File: config.mk
export PLATFORM = sky130hd
export DESIGN_NAME = upstream_load_balance_picker_top
export DESIGN_NICKNAME = d
export VERILOG_FILES = /design/src/sv/ulbp_pkg.sv /design/src/sv/ulbp_mod_unit.sv /design/src/sv/ulbp_lane_file.sv /design/src/sv/upstream_load_balance_picker_top.sv
export SDC_FILE = /design/constraint.sdc
export NUM_CORES = 1
export LEC_CHECK = 0
export BUFFER_PORTS_ARGS = -buffer_cell sky130_fd_sc_hd__buf_2
export CAP_MARGIN = 30
export CORE_UTILIZATION = 50
export DETAILED_ROUTE_END_ITERATION = 12
export PLACE_DENSITY = 0.68
export RECOVER_POWER = 25
export SYNTH_ARGS = -nofsm -noshare
export SYNTH_HDL_FRONTEND = slang
export SYNTH_HIERARCHICAL = 1
export SYNTH_SLANG_ARGS = --single-unit
File: constraint.sdc
create_clock -name clk -period 25.9 [get_ports clk]
set_input_delay 2.59 -clock clk [delete_from_list [all_inputs] [get_ports clk]]
set_output_delay 2.59 -clock clk [all_outputs]
set_load 0.05 [all_outputs]
File: src/sv/ulbp_pkg.sv
// ----------------------------------------------------------------------------
// ulbp_pkg
// Types, register and mode codes and helpers for the upstream picker.
// ----------------------------------------------------------------------------
package ulbp_pkg;

	localparam int MAX_UPSTREAMS_DEF = 8;
	localparam int WEIGHT_BITS_DEF   = 8;
	localparam int INFLIGHT_BITS_DEF = 16;

	localparam int LANE_LIMIT = 8;
	localparam int HASH_W     = 64;
	localparam int CFG_W      = 64;
	localparam int CFG_IDX_W  = 3;
	localparam int UIDX_W     = 3;
	localparam int MASK_W     = 8;
	localparam int CAP_W      = 16;
	localparam int CW_W       = 16;
	localparam int MODE_W     = 3;
	localparam int COUNT_W    = 4;
	localparam int WSLOT_W    = 8;
	localparam int MOD_BITS   = 8;
	localparam int MOD_CYCLES = HASH_W / MOD_BITS;

	localparam logic [CFG_IDX_W-1:0] REG_PICK_MODE      = 3'd0;
	localparam logic [CFG_IDX_W-1:0] REG_UPSTREAM_COUNT = 3'd1;
	localparam logic [CFG_IDX_W-1:0] REG_INFLIGHT_CAP   = 3'd2;
	localparam logic [CFG_IDX_W-1:0] REG_WEIGHT_TABLE   = 3'd3;

	localparam logic [MODE_W-1:0] MODE_RR     = 3'd0;
	localparam logic [MODE_W-1:0] MODE_LEAST  = 3'd1;
	localparam logic [MODE_W-1:0] MODE_HASH   = 3'd2;
	localparam logic [MODE_W-1:0] MODE_WRR    = 3'd3;
	localparam logic [MODE_W-1:0] MODE_COOKIE = 3'd4;

	localparam logic [COUNT_W-1:0]  COUNT_RESET  = 4'd8;
	localparam logic [CFG_W-1:0]    WEIGHT_RESET = 64'h0101_0101_0101_0101;

	typedef enum logic [1:0] {ALG_RR, ALG_LEAST, ALG_HASH, ALG_WRR} alg_t;

	typedef enum logic [2:0] {ST_IDLE, ST_MOD, ST_SCAN, ST_FIX, ST_UPD, ST_REL} state_t;

	typedef struct packed {
		logic if_we;
		logic cw_we;
	} lane_wr_t;

	// one restoring remainder step; r < n <= 8
	function automatic logic [3:0] mod_step(logic [3:0] r, logic b, logic [3:0] n);
		logic [3:0] s;
		s = {r[2:0], b};
		return (s >= n) ? (s - n) : s;
	endfunction

	function automatic logic signed [CW_W-1:0] sat16(logic signed [CW_W:0] v);
		if (v > 17'sd32767)
			return 16'sh7fff;
		else if (v < -17'sd32768)
			return 16'sh8000;
		else
			return v[CW_W-1:0];
	endfunction

endpackage

File: src/sv/ulbp_mod_unit.sv
// ----------------------------------------------------------------------------
// ulbp_mod_unit
// Reduces a 64-bit hash modulo the upstream count, eight bits per cycle.
// ----------------------------------------------------------------------------
module ulbp_mod_unit (
	input  logic                          clk,
	input  logic                          arst_n,
	input  logic                          start,
	input  logic [ulbp_pkg::HASH_W-1:0]   hash,
	input  logic [ulbp_pkg::COUNT_W-1:0]  n,
	output logic                          done,
	output logic [ulbp_pkg::UIDX_W-1:0]   rem
);
	localparam int CNT_W = $clog2(ulbp_pkg::MOD_CYCLES);

	logic                        active_q;
	logic                        done_q;
	logic [CNT_W-1:0]            cnt_q;
	logic [ulbp_pkg::HASH_W-1:0] sh_q;
	logic [3:0]                  rem_q;
	logic [3:0]                  rem_d;

	always_comb begin
		rem_d = rem_q;
		for (int k = 0; k < ulbp_pkg::MOD_BITS; k++) begin
			rem_d = ulbp_pkg::mod_step(rem_d, sh_q[ulbp_pkg::HASH_W-1-k], n);
		end
	end

	always_ff @(posedge clk or negedge arst_n) begin
		if (!arst_n) begin
			active_q <= 1'b0;
			done_q   <= 1'b0;
			cnt_q    <= '0;
		end else begin
			done_q <= 1'b0;
			if (start) begin
				active_q <= 1'b1;
				cnt_q    <= '0;
			end else if (active_q) begin
				cnt_q <= cnt_q + 1'b1;
				if (cnt_q == CNT_W'(ulbp_pkg::MOD_CYCLES - 1)) begin
					active_q <= 1'b0;
					done_q   <= 1'b1;
				end
			end
		end
	end

	always_ff @(posedge clk) begin
		if (start) begin
			sh_q  <= hash;
			rem_q <= '0;
		end else if (active_q) begin
			sh_q  <= sh_q << ulbp_pkg::MOD_BITS;
			rem_q <= rem_d;
		end
	end

	assign done = done_q;
	assign rem  = rem_q[ulbp_pkg::UIDX_W-1:0];

endmodule

File: src/sv/ulbp_lane_file.sv
// ----------------------------------------------------------------------------
// ulbp_lane_file
// Per-upstream in-flight counts and smooth-WRR current weights.
// ----------------------------------------------------------------------------
module ulbp_lane_file #(
	parameter int NUM_LANES     = ulbp_pkg::LANE_LIMIT,
	parameter int INFLIGHT_BITS = ulbp_pkg::INFLIGHT_BITS_DEF
) (
	input  logic                                clk,
	input  logic                                arst_n,
	input  logic [$clog2(NUM_LANES)-1:0]        idx,
	input  ulbp_pkg::lane_wr_t                  wr,
	input  logic [INFLIGHT_BITS-1:0]            if_wdata,
	input  logic signed [ulbp_pkg::CW_W-1:0]    cw_wdata,
	output logic [INFLIGHT_BITS-1:0]            if_rdata,
	output logic signed [ulbp_pkg::CW_W-1:0]    cw_rdata
);
	logic [INFLIGHT_BITS-1:0]         if_q [NUM_LANES];
	logic signed [ulbp_pkg::CW_W-1:0] cw_q [NUM_LANES];

	always_ff @(posedge clk or negedge arst_n) begin
		if (!arst_n) begin
			for (int i = 0; i < NUM_LANES; i++) begin
				if_q[i] <= '0;
				cw_q[i] <= '0;
			end
		end else begin
			if (wr.if_we)
				if_q[idx] <= if_wdata;
			if (wr.cw_we)
				cw_q[idx] <= cw_wdata;
		end
	end

	assign if_rdata = if_q[idx];
	assign cw_rdata = cw_q[idx];

endmodule

File: src/sv/upstream_load_balance_picker_top.sv
// ----------------------------------------------------------------------------
// upstream_load_balance_picker_top
// Grants one upstream per pick request; tracks in-flight counts.
// ----------------------------------------------------------------------------
// Command channel: a transfer happens when start is high and busy is low.
// cmd 0 picks an upstream from eligible_mask in the mode set by pick_mode;
// cmd 1 releases one in-flight slot of release_index.
// Every command gives one result: done pulses for one cycle with granted
// and upstream_index. The receiver cannot stall; the result is gone after
// that cycle.
// n = active upstreams. Hash modes first reduce the 64-bit hash modulo n
// (8 bits per cycle) before the lane scan.
// One lane is visited per cycle through a single read/modify port on the
// lane file. busy stays high for the whole command, but a pick answered at
// once (count 0 or an unused mode) never raises it; the next command can be
// taken in the done cycle.
// Config writes (cfg_we) take effect at once and are meant for idle time.
// Reset clears in-flight counts, current weights, the cursor and loads the
// register defaults; no clearing sweep is needed.
// ----------------------------------------------------------------------------
module upstream_load_balance_picker_top #(
	parameter int MAX_UPSTREAMS = ulbp_pkg::MAX_UPSTREAMS_DEF,
	parameter int WEIGHT_BITS   = ulbp_pkg::WEIGHT_BITS_DEF,
	parameter int INFLIGHT_BITS = ulbp_pkg::INFLIGHT_BITS_DEF
) (
	input  logic                            clk,
	input  logic                            arst_n,
	input  logic                            start,
	output logic                            busy,
	input  logic                            cmd,
	input  logic [ulbp_pkg::MASK_W-1:0]     eligible_mask,
	input  logic [ulbp_pkg::HASH_W-1:0]     client_hash,
	input  logic                            hash_present,
	input  logic [ulbp_pkg::UIDX_W-1:0]     release_index,
	output logic                            done,
	output logic                            granted,
	output logic [ulbp_pkg::UIDX_W-1:0]     upstream_index,
	input  logic                            cfg_we,
	input  logic [ulbp_pkg::CFG_IDX_W-1:0]  cfg_index,
	input  logic [ulbp_pkg::CFG_W-1:0]      cfg_wdata
);
	localparam int NUM_LANES = (MAX_UPSTREAMS < ulbp_pkg::LANE_LIMIT) ?
		MAX_UPSTREAMS : ulbp_pkg::LANE_LIMIT;
	localparam int LIDX_W = $clog2(NUM_LANES);
	localparam int CMP_W  = (INFLIGHT_BITS > ulbp_pkg::CAP_W) ? INFLIGHT_BITS : ulbp_pkg::CAP_W;
	localparam int TOT_W  = WEIGHT_BITS + 3;
	localparam int CW_W   = ulbp_pkg::CW_W;
	localparam logic [ulbp_pkg::COUNT_W-1:0] NUM_LANES_N = ulbp_pkg::COUNT_W'(NUM_LANES);
	localparam logic [INFLIGHT_BITS-1:0] IF_MAX = '1;

	// configuration
	logic [ulbp_pkg::MODE_W-1:0]  mode_q;
	logic [ulbp_pkg::COUNT_W-1:0] count_q;
	logic [ulbp_pkg::CAP_W-1:0]   cap_q;
	logic [ulbp_pkg::CFG_W-1:0]   weight_q;

	ulbp_pkg::state_t state_q, state_d;
	ulbp_pkg::alg_t   alg_q, alg_d;

	logic [ulbp_pkg::COUNT_W-1:0] n_q, n_cfg;
	logic [ulbp_pkg::MASK_W-1:0]  mask_q;
	logic [LIDX_W-1:0]            c_q, t_q, best_q, rel_q, cursor_q, c_nxt, start_c, lane_idx;
	logic                         rel_ok_q, found_q;
	logic [INFLIGHT_BITS-1:0]     best_if_q;
	logic signed [CW_W-1:0]       best_cw_q;
	logic [TOT_W-1:0]             total_q;
	logic                         done_q, granted_q;
	logic [ulbp_pkg::UIDX_W-1:0]  uidx_q;

	logic                         accept, go_pick, mode_ok;
	logic                         fin, fin_grant, mod_start, mod_done;
	logic [ulbp_pkg::UIDX_W-1:0]  mod_rem;
	ulbp_pkg::lane_wr_t           lane_wr;
	logic [INFLIGHT_BITS-1:0]     if_rd, if_wdata;
	logic signed [CW_W-1:0]       cw_rd, cw_wdata, cw_sum, cw_fix;
	logic [WEIGHT_BITS-1:0]       w_c;
	logic                         usable, last_try, better_least, better_wrr;
	logic [3:0]                   c_inc, cr;

	assign accept = start && (state_q == ulbp_pkg::ST_IDLE);
	assign n_cfg  = (count_q > NUM_LANES_N) ? NUM_LANES_N : count_q;

	// start candidate for round robin: cursor mod n
	always_comb begin
		cr = '0;
		for (int k = LIDX_W - 1; k >= 0; k--) begin
			cr = ulbp_pkg::mod_step(cr, cursor_q[k], n_cfg);
		end
		start_c = cr[LIDX_W-1:0];
	end

	always_comb begin
		mode_ok = 1'b1;
		alg_d   = ulbp_pkg::ALG_RR;
		case (mode_q)
			ulbp_pkg::MODE_RR:     alg_d = ulbp_pkg::ALG_RR;
			ulbp_pkg::MODE_LEAST:  alg_d = ulbp_pkg::ALG_LEAST;
			ulbp_pkg::MODE_HASH:   alg_d = ulbp_pkg::ALG_HASH;
			ulbp_pkg::MODE_WRR:    alg_d = ulbp_pkg::ALG_WRR;
			ulbp_pkg::MODE_COOKIE: alg_d = hash_present ? ulbp_pkg::ALG_HASH : ulbp_pkg::ALG_RR;
			default:               mode_ok = 1'b0;
		endcase
	end
	assign go_pick = !cmd && (n_cfg != '0) && mode_ok;

	// lane datapath
	always_comb begin
		case (state_q)
			ulbp_pkg::ST_REL:  lane_idx = rel_q;
			ulbp_pkg::ST_SCAN: lane_idx = c_q;
			default:           lane_idx = best_q;
		endcase
	end

	assign c_inc    = ulbp_pkg::COUNT_W'(c_q) + 4'd1;
	assign c_nxt    = (c_inc == n_q) ? '0 : c_inc[LIDX_W-1:0];
	assign last_try = ((ulbp_pkg::COUNT_W'(t_q) + 4'd1) == n_q);
	assign usable   = mask_q[c_q] &&
		((cap_q == '0) || (CMP_W'(if_rd) < CMP_W'(cap_q)));
	assign w_c      = weight_q[ulbp_pkg::WSLOT_W*c_q +: WEIGHT_BITS];
	assign cw_sum   = ulbp_pkg::sat16($signed({cw_rd[CW_W-1], cw_rd}) +
		$signed({{(CW_W+1-WEIGHT_BITS){1'b0}}, w_c}));
	assign cw_fix   = ulbp_pkg::sat16($signed({best_cw_q[CW_W-1], best_cw_q}) -
		$signed({{(CW_W+1-TOT_W){1'b0}}, total_q}));
	assign better_least = !found_q || (if_rd < best_if_q);
	assign better_wrr   = !found_q || (cw_sum > best_cw_q);

	always_ff @(posedge clk or negedge arst_n) begin
		if (!arst_n)
			state_q <= ulbp_pkg::ST_IDLE;
		else
			state_q <= state_d;
	end

	always_comb begin
		state_d   = state_q;
		fin       = 1'b0;
		fin_grant = 1'b0;
		mod_start = 1'b0;
		lane_wr   = '0;
		if_wdata  = if_rd;
		cw_wdata  = cw_sum;
		case (state_q)
			ulbp_pkg::ST_IDLE: begin
				if (accept) begin
					if (cmd)
						state_d = ulbp_pkg::ST_REL;
					else if (!go_pick)
						fin = 1'b1;
					else if (alg_d == ulbp_pkg::ALG_HASH) begin
						state_d   = ulbp_pkg::ST_MOD;
						mod_start = 1'b1;
					end else
						state_d = ulbp_pkg::ST_SCAN;
				end
			end
			ulbp_pkg::ST_MOD: begin
				if (mod_done)
					state_d = ulbp_pkg::ST_SCAN;
			end
			ulbp_pkg::ST_SCAN: begin
				case (alg_q)
					ulbp_pkg::ALG_LEAST: begin
						if (last_try) begin
							if (found_q || usable)
								state_d = ulbp_pkg::ST_UPD;
							else begin
								state_d = ulbp_pkg::ST_IDLE;
								fin     = 1'b1;
							end
						end
					end
					ulbp_pkg::ALG_WRR: begin
						lane_wr.cw_we = usable;
						if (last_try) begin
							if (found_q || usable)
								state_d = ulbp_pkg::ST_FIX;
							else begin
								state_d = ulbp_pkg::ST_IDLE;
								fin     = 1'b1;
							end
						end
					end
					default: begin
						if (usable)
							state_d = ulbp_pkg::ST_UPD;
						else if (last_try) begin
							state_d = ulbp_pkg::ST_IDLE;
							fin     = 1'b1;
						end
					end
				endcase
			end
			ulbp_pkg::ST_FIX: begin
				lane_wr.cw_we = 1'b1;
				cw_wdata      = cw_fix;
				state_d       = ulbp_pkg::ST_UPD;
			end
			ulbp_pkg::ST_UPD: begin
				lane_wr.if_we = (if_rd != IF_MAX);
				if_wdata      = if_rd + 1'b1;
				fin           = 1'b1;
				fin_grant     = 1'b1;
				state_d       = ulbp_pkg::ST_IDLE;
			end
			ulbp_pkg::ST_REL: begin
				lane_wr.if_we = rel_ok_q && (if_rd != '0);
				if_wdata      = if_rd - 1'b1;
				fin           = 1'b1;
				state_d       = ulbp_pkg::ST_IDLE;
			end
			default: state_d = ulbp_pkg::ST_IDLE;
		endcase
	end

	// configuration registers
	always_ff @(posedge clk or negedge arst_n) begin
		if (!arst_n) begin
			mode_q   <= ulbp_pkg::MODE_RR;
			count_q  <= ulbp_pkg::COUNT_RESET;
			cap_q    <= '0;
			weight_q <= ulbp_pkg::WEIGHT_RESET;
		end else if (cfg_we) begin
			case (cfg_index)
				ulbp_pkg::REG_PICK_MODE:      mode_q   <= cfg_wdata[ulbp_pkg::MODE_W-1:0];
				ulbp_pkg::REG_UPSTREAM_COUNT: count_q  <= cfg_wdata[ulbp_pkg::COUNT_W-1:0];
				ulbp_pkg::REG_INFLIGHT_CAP:   cap_q    <= cfg_wdata[ulbp_pkg::CAP_W-1:0];
				ulbp_pkg::REG_WEIGHT_TABLE:   weight_q <= cfg_wdata;
				default: ;
			endcase
		end
	end

	// sequencer control state
	always_ff @(posedge clk or negedge arst_n) begin
		if (!arst_n) begin
			cursor_q  <= '0;
			found_q   <= 1'b0;
			done_q    <= 1'b0;
			granted_q <= 1'b0;
			uidx_q    <= '0;
		end else begin
			done_q    <= fin;
			granted_q <= fin_grant;
			uidx_q    <= fin_grant ? ulbp_pkg::UIDX_W'(best_q) : '0;
			if (accept)
				found_q <= 1'b0;
			else if (state_q == ulbp_pkg::ST_SCAN) begin
				case (alg_q)
					ulbp_pkg::ALG_RR:    cursor_q <= c_nxt;
					ulbp_pkg::ALG_LEAST: if (usable) found_q <= 1'b1;
					ulbp_pkg::ALG_WRR:   if (usable) found_q <= 1'b1;
					default: ;
				endcase
			end
		end
	end

	// per-command working registers
	always_ff @(posedge clk) begin
		if (accept) begin
			alg_q    <= alg_d;
			n_q      <= n_cfg;
			mask_q   <= eligible_mask;
			rel_q    <= release_index[LIDX_W-1:0];
			rel_ok_q <= (int'(release_index) < NUM_LANES);
			c_q      <= (alg_d == ulbp_pkg::ALG_RR) ? start_c : '0;
			t_q      <= '0;
			total_q  <= '0;
		end else if (state_q == ulbp_pkg::ST_MOD) begin
			c_q <= mod_rem[LIDX_W-1:0];
		end else if (state_q == ulbp_pkg::ST_SCAN) begin
			c_q <= c_nxt;
			t_q <= t_q + 1'b1;
			case (alg_q)
				ulbp_pkg::ALG_LEAST: begin
					if (usable && better_least) begin
						best_q    <= c_q;
						best_if_q <= if_rd;
					end
				end
				ulbp_pkg::ALG_WRR: begin
					if (usable) begin
						total_q <= total_q + TOT_W'(w_c);
						if (better_wrr) begin
							best_q    <= c_q;
							best_cw_q <= cw_sum;
						end
					end
				end
				default: begin
					if (usable)
						best_q <= c_q;
				end
			endcase
		end
	end

	ulbp_mod_unit u_mod (
		.clk    (clk),
		.arst_n (arst_n),
		.start  (mod_start),
		.hash   (client_hash),
		.n      (n_q),
		.done   (mod_done),
		.rem    (mod_rem)
	);

	ulbp_lane_file #(
		.NUM_LANES     (NUM_LANES),
		.INFLIGHT_BITS (INFLIGHT_BITS)
	) u_lanes (
		.clk      (clk),
		.arst_n   (arst_n),
		.idx      (lane_idx),
		.wr       (lane_wr),
		.if_wdata (if_wdata),
		.cw_wdata (cw_wdata),
		.if_rdata (if_rd),
		.cw_rdata (cw_rd)
	);

	assign busy           = (state_q != ulbp_pkg::ST_IDLE);
	assign done           = done_q;
	assign granted        = granted_q;
	assign upstream_index = uidx_q;

endmodule

## Yosys cells after proc, flatten, opt, wreduce, memory -nomap -nowiden

Cells that the tools add are included.

| storage, ports and cells | value |
|---|---|
| register bits | 496 |
| output and inout bits | 6 |

| cells by class | value |
|---|---|
| add/subtract/negate cells | 20 |
| $lt $le $gt $ge | 22 |
| eq/ne operators | 28 |
| shifts and indexed selects | 1 |
| multiplexer cells | 90 |
| bitwise logic cells | 3 |
| reductions and logical operators | 42 |

Operator list:

| kind | number |
|---|---|
| 128-bit bitwise mux | 2 |
| 16-bit 2-to-1 mux | 10 |
| 64-bit 2-to-1 mux | 2 |
| 16-bit binary-select mux with 3-bit select | 2 |
| 3-bit 2-to-1 mux | 32 |
| 64-bit by 7-bit indexed part select with 8-bit output | 1 |
| 16-bit demux with 3-bit select | 1 |
| 4-bit >= comparator | 10 |
| 17-bit by 16-bit greater-than comparator with 1-bit output (second input constant) | 2 |
| 17-bit by 16-bit < comparator with 1-bit output (second input constant) | 2 |
| 16-bit < comparator | 2 |
| 16-bit one-hot mux with 2 select lines | 1 |
| 3-bit subtractor | 10 |
| 1-bit 2-to-1 mux | 27 |
| 3-bit by 2-bit equality test with 1-bit output (second input constant) | 6 |
| 3-bit one-hot mux with 2 select lines | 3 |
| 16-bit by 9-bit adder with 17-bit output | 1 |
| 16-bit by 12-bit subtractor with 17-bit output | 1 |
| 16-bit by 1-bit adder with 16-bit output (second input constant) | 1 |
| 16-bit greater-than comparator | 1 |
| 16-bit zero test | 1 |
| 16-bit != test (second input constant) | 1 |
| 16-bit nonzero test | 1 |
| 16-bit by 1-bit subtractor with 16-bit output (second input constant) | 1 |
| other kinds (42) | 85 |

## Logic depth before layout (Yosys ltp)

| depth | value |
|---|---|
| depth in word-level cells | 16 |
| gate-level depth with buffers | 48 |

## Cells and area by module

Netlist, hierarchy kept.

By module, submodules not included:

| module | instances | cells an instance | area each (um^2) |
|---|---|---|---|
| ulbp_lane_file | 1 | 708 | 11845.1 |
| upstream_load_balance_picker_top | 1 | 1087 | 11074.4 |
| ulbp_mod_unit | 1 | 311 | 4237.8 |

## Worst setup path before layout

OpenSTA, ideal clock, no wires.

| timing | value |
|---|---|
| path kind | register -> register |
| from | register n_q[1] (netlist name) |
| to | register u_mod.rem_q[0] |
| library setup time | 0.086 ns |
| arrival | 10.172 ns |
| data required time | 25.814 ns |
| path slack | 15.643 ns |
| stages on the path, launching flop included | 39 |
| buffers on the path | 0 |
| path through | edfxtp_1 inv_1 fa_1 a21o_1 a21o_1 a21oi_2 mux2_2 ha_1 a21o_1 a21oi_4 mux2_2 fa_1 a21bo_2 a21oi_2 o21ba_4 mux2_4 fa_1 a21boi_1 (+3 left out) fa_1 a21boi_2 o21ai_2 mux2_2 fa_1 and2b_2 o21ai_0 a2bb2oi_1 inv_1 fa_1 a21boi_0 o21ai_1 mux2_2 ha_1 nand2_1 o21ai_0 o21ai_0 a211oi_1 |

| between the ends | value |
|---|---|
| word-level cells in the longest chain between the ends | 16 |

Ends and longest elaborated chain:

| item | RTL line | source |
|---|---|---|
| from (decl) | upstream_load_balance_picker_top.sv:60 | `logic [ulbp_pkg::COUNT_W-1:0] n_q, n_cfg;` |
| from (signal assigned) | upstream_load_balance_picker_top.sv:263 | `n_q <= n_cfg;` |
| 4-bit >= comparator or 3-bit subtractor (tied branches) | ulbp_pkg.sv:52 | `return (s >= n) ? (s - n) : s;` |
| 3-bit 2-to-1 mux | ulbp_pkg.sv:52 |  |
| 4-bit >= comparator or 3-bit subtractor (tied branches) | ulbp_pkg.sv:52 |  |
| 3-bit 2-to-1 mux | ulbp_pkg.sv:52 |  |
| 4-bit >= comparator or 3-bit subtractor (tied branches) | ulbp_pkg.sv:52 |  |
| 3-bit 2-to-1 mux | ulbp_pkg.sv:52 |  |
| 4-bit >= comparator or 3-bit subtractor (tied branches) | ulbp_pkg.sv:52 |  |
| 3-bit 2-to-1 mux | ulbp_pkg.sv:52 |  |
| 4-bit >= comparator or 3-bit subtractor (tied branches) | ulbp_pkg.sv:52 |  |
| 3-bit 2-to-1 mux | ulbp_pkg.sv:52 |  |
| 4-bit >= comparator or 3-bit subtractor (tied branches) | ulbp_pkg.sv:52 |  |
| 3-bit 2-to-1 mux | ulbp_pkg.sv:52 |  |
| 4-bit >= comparator or 3-bit subtractor (tied branches) | ulbp_pkg.sv:52 |  |
| 3-bit 2-to-1 mux | ulbp_pkg.sv:52 |  |
| 4-bit >= comparator * | ulbp_pkg.sv:52 |  |
| 3-bit 2-to-1 mux * | ulbp_pkg.sv:52 |  |
| to (signal assigned) | ulbp_mod_unit.sv:56 | `rem_q <= rem_d;` |
| to (decl) | ulbp_mod_unit.sv:20 | `logic [3:0] rem_q;` |

Every way passes the cells marked *; elsewhere a longest branch is shown, timed or not.
A chain may end at the register's enable or synchronous reset.

## Final worst setup path

Ends and elaborated chain as after synthesis.

==> reports/metrics.yaml <==
route:
  drt-wirelength-per-cell_um: 20.26
  wirelength_mm: 60.71
  ant_nets: 0
  firstDrtPassIters: 7
  drt-initial-drc-count: 1094
  num_vias: 17320
  top_layer: "met4"
  via_per_inst: 5.782
  drc: 0
  wl_met1_mm: 28.30
  route.met3.wl_mm: 2.797
  wl_met2_mm: 28.36
sta:
  worst_pin_slew_ns: 6.427
  finalHoldViolCount: 0
  tns_ns: 0
  skew_ns: 0.03604
  slew_headroom_pct: -328.5
  period_minus_slack_ns: 11.62
  grt_setup_unrepaired: "no"
  fin_crit_sh_pct: 44.85
  setup_viol: 0
  finalMaxSlewViolations: 261
  max_freq_mhz: 86.09
synthesis:
  syn_nets: 2401
  synth_xor_area_share_pct: 1.806
  async_flop_share_pct: 72.58
  syn-cell-area_sq_um: 27160
  synth_area_leaders: "dfrtp_1 (32%), mux2_2 (15%), edfxtp_1 (13%)"
  yosys_warnings: 6
  ys.flop_type: "dfrtp_1"
  synth-edff-count: 119
  synth_fa_ha_area_share_pct: 7.160
  synth_area_leader_cell: "dfrtp_1"
  synth_mux_area_share_pct: 25.12
  avgSynthCellArea_sq_um: 12.90
  syn-instance-count: 2106
  synth-compound-area-share_pct: 7.376
  synthSimpleGateAreaFrac_pct: 7.570
  synth_top_family_by_area: "multiplexers"
  ys_seq_elements: 496
  synth_top_cell_area_share_pct: 32.34
  synth_cell_type_count: 97
  yosysSeqAreaShare_pct: 47.62
worst_setup_path:
  cp_slowest_cell: "edfxtp_1"
  cp-end-kind: "flip-flop"
  r2r_slack_ns: 14.28
  worstPathArrival_ns: 12.14
  slowest_delay_ns: 0.74
  startpoint_type: "flip-flop"
  cp.required_ns: 26.42
  path_max_fanout: 10
  path_common_cell: "fa_1"
  critPathKind: "flip-flop to flip-flop"
clocking:
  h-tree-depth: 2
  cts_tree: "yes"
  cts.reportedPaths.clkPinSlew_ns: 0.06
  cts_buffers: 53
  cts-root-buf: "clkbuf_16"
  insertion_delay_ns: 0.62
  clockBufferDepth: 3
  post_cts_buffers: 0
  post_cts_resized: 0
  ctsHoldBuffers: 0
  clock-sinks: 496
global_routing:
  grt_max_degree: 123
  antenna_found_initial: 2
  globalRouteTotalUtil_pct: 22.39
  overflow: 0
  grt_pass1_vias: 18000
  grt_pass1_wl_mm: 98.93
run:
  max-cap-violations: 4
power_and_ir_drop:
  worst_ir_drop_vdd_uv: 299.5
  p_per_area_nw_per_um2: 148.3
  p_leak_uw: 0.01392
layout:
  layout.nets: 2549
  drive_gt1_share_pct: 34.58
  finalInstanceArea_sq_um: 30500
  final_cell_mix: "mux2_2 (351), dfrtp_1 (351), buf_2 (149)"
  finalNonFillerCells: 2996
  area.growth.synth_to_final_pct: 12.29
placed_design:
  dpl.hpwl_mm: 41.62
  place_area_sq_um: 28560
  dpl.cell_count: 2891
  io_buffers: 153
  place.gp.congestion: 0.8460
floorplan:
  dieHeight_um: 235.1
  fp.dieW_um: 235.1
  row_count: 85
  ios: 154
  core_sq_um: 53710
  design.die.area_sq_um: 55250
  start_util_pct: 50.56
worst_hold_path:
  min_path_type: "flip-flop to flip-flop"
run_status:
  status: "complete, but fails checks"
  violations: "max-capacitance violations, max-slew violations"
==> critical path, delay by kind of cell, from the launching register on <==
family	cells	cell delay, ns
AOI/OAI and AO/OA	21	4.74
adders and majority gates	8	3.12
buffers and inverters	5	0.83
DFF	1	0.74
muxes	5	1.90
and+or+nand+nor	2	0.21
==> sequential cells by signal, indices dropped and copies added (netlist names), 3 cells and up <==
register and cells:
best_cw_q 16, best_if_q 16, best_q 3, c_q 3, cap_q 16, count_q 4
cursor_q 3, mask_q 8, mode_q 3, n_q 4, rel_q 3, state_q 3
t_q 3, total_q 11, u_lanes/cw_q 128, u_lanes/if_q 128, u_mod/cnt_q 3, u_mod/rem_q 3
u_mod/sh_q 64, upstream_index 3, weight_q 64
==> cell type report <==
| cell class | instances | area [sq um] |
|---|---|---|
| well taps | 696 | 870.8 |
| clock buffers | 69 | 1478 |
| multi-input cells | 1409 | 13350 |
| inverters | 116 | 435.4 |
| diodes | 1 | 2.502 |
| fillers | 4311 | 23210 |
| flip-flops and latches | 496 | 12930 |
| clock inverters | 31 | 411.6 |
| repair buffers | 178 | 1017 |
==> cell usage after synthesis, types with 16 or more instances <==
cell      count
xnor2_1      38
mux2i_1      16
mux2_2      351
nor2_1       66
mux2_4       41
dfxtp_1      17
mux2_1       24
buf_2        23
nand3_1      19
xor2_1       18
clkbuf_1     32
dfrtp_1     351
nor3_1       23
ha_1        133
inv_1       115
a21o_1       25
nand2_1     150
a21oi_1      79
nor2b_1      18
mux4_2       81
edfxtp_1    119
o21ai_0      65
and2_1       18
==> through the flow <==
step	utilization (%)	setup slack, ns	hold WS, ns	power, uW
after floorplan	-	15.64	0.4364	3115
after global placement	53.03	14.87	0.4622	3518
after CTS	56.69	14.28	0.4856	4522
after detailed placement	53.18	14.30	0.4759	3689
final	56.78	14.28	0.4832	4521
after global routing	56.78	13.36	0.5067	4860
==> cells by family after synthesis <==
| kind of cell | count (synthesis) |
|---|---|
| adder cells (fa/ha/maj) | 147 |
| XOR/XNOR | 56 |
| multiplexers | 513 |
| buffers and inverters | 201 |
| AO/OA/AOI/OAI | 302 |
| AND/OR/NAND/NOR | 391 |
| flip-flops | 496 |
==> power breakdown <==
group          leakage [uW]  internal, uW  total [uW]  switching (uW)
combinational       0.00698          1120        2560            1430
sequential          0.00600          1040        1150             112
clock              0.000935           493         816             323
==> routing by layer <==
layer | GRT usage [%] | vias to the layer above
li1 | - | 8028
met1 | 32.09 | 8793
met2 | 35.46 | 416
met3 | 3.242 | 86
met4 | 6.539 | 0
met5 | 0 | -
==> worst paths after layout <==
path / startpoint / to / depth (start not counted)
max: n_q[1] / u_mod/rem_q[0] / 41
min: u_lanes/if_q[60] / u_lanes/if_q[60] / 1
max reg2reg: n_q[1] / u_mod/rem_q[0] / 41
min reg2reg: u_lanes/if_q[60] / u_lanes/if_q[60] / 1
max in group asynchronous: arst_n / done / 3
min in group asynchronous: arst_n / weight_q[45] / 1
No activity file was read; power rests on OpenSTA's default activity.
